### src/ffba_pkg.sv
// ----------------------------------------------------------------------------
// ffba_pkg
// Shared types, constants and helpers of the first-fit block allocator.
// ----------------------------------------------------------------------------
package ffba_pkg;

    localparam int ARENA_GRANULES = 4096;
    localparam int LW = $clog2(ARENA_GRANULES) + 1;   // link / size width
    localparam int IW = $clog2(ARENA_GRANULES);       // granule index width
    localparam logic [LW-1:0] NULL_LINK = LW'(ARENA_GRANULES);

    localparam logic [1:0] ST_DONE  = 2'd0;
    localparam logic [1:0] ST_NOFIT = 2'd1;
    localparam logic [1:0] ST_ZERO  = 2'd2;

    localparam logic [0:0] CMD_ALLOC = 1'b0;

    localparam logic [3:0] OP_NONE     = 4'd0;
    localparam logic [3:0] OP_INIT     = 4'd1;
    localparam logic [3:0] OP_START    = 4'd2;
    localparam logic [3:0] OP_RD_CUR   = 4'd3;
    localparam logic [3:0] OP_STEP     = 4'd4;
    localparam logic [3:0] OP_FIT      = 4'd5;
    localparam logic [3:0] OP_WR_REM   = 4'd6;
    localparam logic [3:0] OP_WR_PREVA = 4'd7;
    localparam logic [3:0] OP_WR_CUR   = 4'd8;
    localparam logic [3:0] OP_RD_T     = 4'd9;
    localparam logic [3:0] OP_LATCH_T  = 4'd10;
    localparam logic [3:0] OP_LATCH_NX = 4'd11;
    localparam logic [3:0] OP_WR_PMRG  = 4'd12;
    localparam logic [3:0] OP_WR_PLINK = 4'd13;
    localparam logic [3:0] OP_WR_T     = 4'd14;

    typedef struct packed {
        logic [LW-1:0] next;
        logic [LW-1:0] size;
    } t_hdr;

    typedef struct packed {
        logic [3:0] op;
        logic       emit;
        logic [1:0] status;
    } t_dp_cmd;

    typedef struct packed {
        logic is_free;
        logic zero_req;
        logic walk_ok;
        logic fit;
        logic split;
        logic t_oor;
        logic walk_more;
        logic nmerge;
        logic prev_adj;
    } t_dp_stat;

    // chunk size forced into [1, arena end - c]
    function automatic logic [LW-1:0] eff_size(input logic [LW-1:0] c,
                                               input logic [LW-1:0] s,
                                               input logic [LW-1:0] arena);
        logic [LW-1:0] room;
        logic [LW-1:0] s1;
        room = arena - c;
        s1   = (s == '0) ? LW'(1) : s;
        return (s1 > room) ? room : s1;
    endfunction

endpackage

### src/ffba_ctrl.sv
// ----------------------------------------------------------------------------
// ffba_ctrl
// Sequencer for list init, allocate walk/split and free walk/merge.
// ----------------------------------------------------------------------------
module ffba_ctrl (
    input  logic               i_clk,
    input  logic               i_rst_n,
    input  logic               i_cfg_we,
    input  logic               i_start,
    input  ffba_pkg::t_dp_stat i_stat,
    output ffba_pkg::t_dp_cmd  o_cmd_bus,
    output logic               o_busy
);
    import ffba_pkg::*;

    localparam logic [3:0] S_INIT  = 4'd0;
    localparam logic [3:0] S_IDLE  = 4'd1;
    localparam logic [3:0] S_A_CHK = 4'd2;
    localparam logic [3:0] S_A_RD  = 4'd3;
    localparam logic [3:0] S_A_W1  = 4'd4;
    localparam logic [3:0] S_A_W2  = 4'd5;
    localparam logic [3:0] S_A_W3  = 4'd6;
    localparam logic [3:0] S_F_CHK0 = 4'd7;
    localparam logic [3:0] S_F_LT  = 4'd8;
    localparam logic [3:0] S_F_CHK = 4'd9;
    localparam logic [3:0] S_F_RD  = 4'd10;
    localparam logic [3:0] S_F_NX  = 4'd11;
    localparam logic [3:0] S_F_WR  = 4'd12;
    localparam logic [3:0] S_F_WT  = 4'd13;

    logic [3:0] r_state, n_state;

    always_comb begin
        n_state   = r_state;
        o_cmd_bus = '{op: OP_NONE, emit: 1'b0, status: ST_DONE};
        case (r_state)
            S_INIT: begin
                o_cmd_bus.op = OP_INIT;
                n_state      = S_IDLE;
            end
            S_IDLE: begin
                if (i_start) begin
                    o_cmd_bus.op = OP_START;
                    n_state      = S_A_CHK;
                end
            end
            S_A_CHK: begin
                if (i_stat.is_free) begin
                    n_state = S_F_CHK0;
                end else if (i_stat.zero_req) begin
                    o_cmd_bus.emit   = 1'b1;
                    o_cmd_bus.status = ST_ZERO;
                    n_state          = S_IDLE;
                end else if (i_stat.walk_ok) begin
                    o_cmd_bus.op = OP_RD_CUR;
                    n_state      = S_A_RD;
                end else begin
                    o_cmd_bus.emit   = 1'b1;
                    o_cmd_bus.status = ST_NOFIT;
                    n_state          = S_IDLE;
                end
            end
            S_A_RD: begin
                o_cmd_bus.op = i_stat.fit ? OP_FIT : OP_STEP;
                n_state      = i_stat.fit ? S_A_W1 : S_A_CHK;
            end
            S_A_W1: begin
                if (i_stat.split) begin
                    o_cmd_bus.op = OP_WR_REM;
                end
                n_state = S_A_W2;
            end
            S_A_W2: begin
                o_cmd_bus.op = OP_WR_PREVA;
                n_state      = S_A_W3;
            end
            S_A_W3: begin
                o_cmd_bus.op   = OP_WR_CUR;
                o_cmd_bus.emit = 1'b1;
                n_state        = S_IDLE;
            end
            S_F_CHK0: begin
                if (i_stat.t_oor) begin
                    o_cmd_bus.emit = 1'b1;
                    n_state        = S_IDLE;
                end else begin
                    o_cmd_bus.op = OP_RD_T;
                    n_state      = S_F_LT;
                end
            end
            S_F_LT: begin
                o_cmd_bus.op = OP_LATCH_T;
                n_state      = S_F_CHK;
            end
            S_F_CHK: begin
                if (i_stat.walk_more) begin
                    o_cmd_bus.op = OP_RD_CUR;
                    n_state      = S_F_RD;
                end else if (i_stat.nmerge) begin
                    o_cmd_bus.op = OP_RD_CUR;
                    n_state      = S_F_NX;
                end else begin
                    n_state = S_F_WR;
                end
            end
            S_F_RD: begin
                o_cmd_bus.op = OP_STEP;
                n_state      = S_F_CHK;
            end
            S_F_NX: begin
                o_cmd_bus.op = OP_LATCH_NX;
                n_state      = S_F_WR;
            end
            S_F_WR: begin
                if (i_stat.prev_adj) begin
                    o_cmd_bus.op   = OP_WR_PMRG;
                    o_cmd_bus.emit = 1'b1;
                    n_state        = S_IDLE;
                end else begin
                    o_cmd_bus.op = OP_WR_PLINK;
                    n_state      = S_F_WT;
                end
            end
            S_F_WT: begin
                o_cmd_bus.op   = OP_WR_T;
                o_cmd_bus.emit = 1'b1;
                n_state        = S_IDLE;
            end
            default: begin
                n_state = S_INIT;
            end
        endcase
        if (i_cfg_we) begin
            n_state = S_INIT;
        end
    end

    always_ff @(posedge i_clk) begin
        if (!i_rst_n) begin
            r_state <= S_INIT;
        end else begin
            r_state <= n_state;
        end
    end

    assign o_busy = r_state != S_IDLE;
endmodule

### config.mk
export PLATFORM = sky130hd
export DESIGN_NAME = ffba_ctrl
export DESIGN_NICKNAME = d
export VERILOG_FILES = /design/src/ffba_pkg.sv /design/src/ffba_ctrl.sv
export SDC_FILE = /design/constraint.sdc
export NUM_CORES = 1
export LEC_CHECK = 0
export BUFFER_PORTS_ARGS = -buffer_cell sky130_fd_sc_hd__buf_2
export CAP_MARGIN = 20
export CORE_AREA = 4 4 41 43
export CTS_CLUSTER_DIAMETER = 40
export DETAILED_ROUTE_END_ITERATION = 10
export DIE_AREA = 0 0 45 47
export PLACE_DENSITY = 0.73
export SLEW_MARGIN = 20
export SYNTH_ARGS = -nofsm -noshare
export SYNTH_HDL_FRONTEND = slang
export SYNTH_SLANG_ARGS = --single-unit
### constraint.sdc
create_clock -name i_clk -period 1.9 [get_ports i_clk]
set_input_delay 0.285 -clock i_clk [delete_from_list [all_inputs] [get_ports i_clk]]
set_output_delay 0.285 -clock i_clk [all_outputs]
set_load 0.03 [all_outputs]
# --- Word-level counts from Yosys, hierarchy flattened ---
# Index checks and enable logic that the tools add are counted.
classes:
  eq_ne: 15
  n_mux: 27
  bitwise_logic: 1
  n_reduce_logical: 5
ops:
  columns: ["operator", "count"]
  rows:
  - ["one-hot mux 4 bit (14 select lines)", 1]
  - ["one-hot mux 4 bit (11 select lines)", 1]
  - ["== test 4 bit (second input constant)", 6]
  - ["two-way mux 4 bit", 6]
  - ["two-way mux 3 bit", 6]
  - ["== test 4 x 3 -> 1 bit (second input constant)", 4]
  - ["two-way mux 2 bit", 7]
  - ["== test 4 x 2 -> 1 bit (second input constant)", 2]
  - ["two-way mux 7 bit", 1]
  - ["OR reduction 2 bit", 3]
  - ["== test 4 x 1 -> 1 bit (second input constant)", 1]
  - ["zero test 4 bit", 1]
  - ["two-way mux 1 bit", 4]
  - ["!= test 4 x 1 -> 1 bit (second input constant)", 1]
  - ["one-hot mux 1 bit (4 select lines)", 1]
  - ["OR reduction 3 bit", 1]
  - ["!= test 2 bit (second input constant)", 1]
  - ["inverter 1 bit", 1]
word_totals:
  reg_bits: 4
  inputBits: 13
  out_inout_bits: 8
  wordCells: 49

# --- Logic depth before layout (Yosys ltp) ---
depth:
  depth_word: 4
  mapped_depth: 6
  mapped_depth_nobuf: 4

# --- Least setup slack after synthesis ---
# Ideal clock, no wire load.
synth_timing:
  kind: "register to output"
  start: "register r_state[2]"
  end: "output port o_cmd_bus[0] in the netlist's numbering"
  arrival_time_ps: 1650
  required_time_ps: 1615
  path_slack_ps: -35
  stages_incl_launch_ff: 5
  n_path_buf: 1
  path_cell_list: "dfxtp_1 -> buf_6 -> nand2b_4 -> or4_4 -> nor3_1"
synth_lines:
  columns: ["item", "line", "rtl"]
  rows:
  - ["from (decl)", "ffba_ctrl.sv:31", "logic [3:0] r_state, n_state;"]
  - ["from (signal assigned)", "ffba_ctrl.sv:142", "r_state <= n_state;"]
  - ["to (decl)", "ffba_ctrl.sv:11", "output ffba_pkg::t_dp_cmd o_cmd_bus,"]

==> flow_metrics.env <==
export IMPL_reg2reg_to="r_state[2]"
export IMPL_ys_seq_area_frac=0.139
export IMPL_tightestPinTransition_ns=0.290
export IMPL_relSlewSlack=0.805
export IMPL_min_period_ns=1.88
export IMPL_grt_use_total=0.161
export IMPL_worst_hold_slack_ns=0.295
export IMPL_fill_cells=131
export IMPL_coreArea_sq_um=1300
export IMPL_grt_pass1_vias=634
export IMPL_regArea_sq_um=90.1
export IMPL_clock_sinks=4
export IMPL_cts_root_buf="clkbuf_4"
export IMPL_fp_dieH_um=47
export IMPL_cts_tree="yes"
export IMPL_critPathRequiredTime_ns=1.62
export IMPL_drt_iter0_drc=7
export IMPL_rsz0062_at_grt="yes"
export IMPL_worst_clock_skew_ns=0.00355
export IMPL_syn_to_final_growth_pct=35.4
export IMPL_crit_path_end_kind="output pin"
export IMPL_ant_nets=0
export IMPL_crit_path_start_kind="flop"
export IMPL_yosysWarnings=0
export IMPL_max_vdd_ir_drop_v=0.000395
export IMPL_critPathKind="reg2out"
export IMPL_r2r_setup_slack_ns=0.46
export IMPL_fin_setup_tns_ns=0
export IMPL_crit_path_end="o_cmd_bus[4]"
export IMPL_setup_ws_ns=0.0211
export IMPL_reg2reg_depth=5
export IMPL_dp_hpwl_mm=1.21
export IMPL_drtPass1Iterations=4
export IMPL_regMostFlops="r_state"
export IMPL_report_final_slew_viol_count=0
export IMPL_clockBufferDepth=2
export IMPL_multi_input_area_sq_um=460
export IMPL_synth_nets=96
export IMPL_grt_overflow_total=0
export IMPL_grt_antenna_before_repair=0
export IMPL_dp_slack_ns=0.131
export IMPL_viasPerCell=5.73
export IMPL_regToRegStartpoint="r_state[0]"
export IMPL_hold_violations=0
export IMPL_wire_per_inst_um=13.3
export IMPL_drt_total_wl_mm=1.61
export IMPL_insertion_delay_ns=0.23
export IMPL_clk_pin_slew_worst_paths_ns=0.04
export IMPL_die_area_sq_um=2120
export IMPL_postSynthAreaPerCell_sq_um=6.93
export IMPL_final_common_cell="buf_2"
export IMPL_post_dp_cell_area_sq_um=698
export IMPL_max_stage_delay_ns=0.45
export IMPL_powerDensity_nw_per_um2=382
export IMPL_critPathLaunch="r_state[2]"
export IMPL_die_x_um=45
export IMPL_cts_htree_levels=1
export IMPL_cp_max_fo=4
export IMPL_setup_viol=0
export IMPL_synth_seq_cells=4
export IMPL_drive_gt1_frac=0.434
export IMPL_pin_count=21
export IMPL_num_rows=13
export IMPL_io_buffers=20
export IMPL_num_vias=693
export IMPL_cts_buffers=3
export IMPL_grt_pass1_wl_mm=2.55
export IMPL_grt_max_degree=18
export IMPL_clock_fmax_mhz=532
export IMPL_start_util=0.442
export IMPL_synth_cells=83
export IMPL_layout_common_cells="18 x buf_2, 9 x nor2_1, 7 x nand2_1, 7 x buf_4, 6 x o21ai_0"
export IMPL_fin_area_sq_um=779
export IMPL_min_period_over_period=0.989
export IMPL_layout_nets=121
export IMPL_crit_slowest_cell="or4_4"
export IMPL_syn_cell_area_sq_um=576
export IMPL_cap_viol_max_count=0
export IMPL_post_route_drc_count=0
export IMPL_top_regs="r_state: 4 flops"
export IMPL_hp_class="in2reg"
export IMPL_critPathArrivalTime_ns=1.59
export IMPL_synth_distinct_cells=40
export IMPL_power_leakage_nw=0.323
export IMPL_report_power_total_w=0.000298
export IMPL_largest_reg_flops=4
export IMPL_crit_chain="nand2b_4 > or4_4 > o21ai_4 > or3_4 > buf_6"
export IMPL_gp_congestion=0.826
export IMPL_antenna_cells=0
export IMPL_status="finished clean"
[layer usage]
layer,routed length [um],track usage,up-vias,share of wire
met3,87,0.0460,0,0.054
met1,757,0.196,327,0.47
met5,0,0,-,0
met4,0,0.0234,0,0
li1,-,-,347,-
met2,763,0.285,19,0.47
[cell type report]
cell class,count,share of cell area
Multi-Input combinational cell,68,0.591
Timing Repair Buffer,28,0.226
Sequential cell,4,0.116
Clock buffer,3,0.0289
Tap cell,15,0.0241
Inverter,3,0.0144
[kinds of logic (layout without fill, tap and decap cells)]
family          Yosys count  count (layout)  synth area share
compound gates           29              29             0.352
buf+inv                  11              34             0.113
flops                     4               4             0.139
xor+xnor                  1               1            0.0152
simple gates             38              38             0.380
[metrics by stage]
step,util,instances
global placement,0.537,117
CTS,0.574,120
global route,0.599,121
detailed placement,0.537,117
floorplan,-,83
finish,0.599,121
[timing repair]
item,in CTS,in global routing
pin swaps,3,1
resized for setup,9,7
setup endpoints to repair,2,2
hold buffers,0,0
buffers inserted,0,1
[power by group]
part            total, W  internal, W  switching, W
registers      0.0000908    0.0000857    0.00000518
clock network   0.000101    0.0000703     0.0000304
logic           0.000107    0.0000475     0.0000590
[worst min path at each step]
stage	start	endpoint	cells after the start
after detailed placement	i_start	r_state[0]	2
after global routing	i_start	r_state[0]	2
final	i_start	r_state[0]	2
after global placement	i_start	r_state[0]	2
after CTS	i_start	r_state[0]	2
after floorplan	i_start	r_state[0]	1
[synthesized netlist by cell type (all sizes together)]
| master | instances | share of area |
|---|---|---|
| nor2b | 4 | 0.043 |
| o32ai | 1 | 0.015 |
| nand2 | 8 | 0.057 |
| or3 | 1 | 0.011 |
| a32oi | 1 | 0.015 |
| or2b | 1 | 0.013 |
| and2b | 1 | 0.013 |
| a211oi | 2 | 0.026 |
| o2111ai | 1 | 0.015 |
| o22ai | 1 | 0.011 |
| a211o | 1 | 0.015 |
| nand4b | 1 | 0.015 |
| o21ai | 7 | 0.067 |
| dfxtp | 4 | 0.14 |
| a22oi | 2 | 0.026 |
| xnor2 | 1 | 0.015 |
| a21oi | 4 | 0.035 |
| nor2 | 10 | 0.078 |
| o2111a | 1 | 0.020 |
| o21bai | 1 | 0.013 |
| o31ai | 1 | 0.013 |
| a31o | 1 | 0.015 |
| a31oi | 2 | 0.022 |
| or4b | 1 | 0.017 |
| clkbuf | 1 | 0.0065 |
| inv | 3 | 0.020 |
| nand3 | 1 | 0.0087 |
| or4 | 1 | 0.020 |
| o2bb2ai | 1 | 0.015 |
| o21a | 1 | 0.013 |
| nor3 | 3 | 0.026 |
| nand2b | 6 | 0.078 |
| buf | 7 | 0.087 |
| a22o | 1 | 0.015 |
[critical path: cells and delay by family (launching register included)]
| kind | cells | cell delay, ns |
|---|---|---|
| buffers and inverters | 1 | 0.12 |
| flip-flops | 1 | 0.35 |
| AND/OR/NAND/NOR | 3 | 0.73 |
| AO/OA/AOI/OAI | 1 | 0.17 |
(Power assumes the default switching activity.)
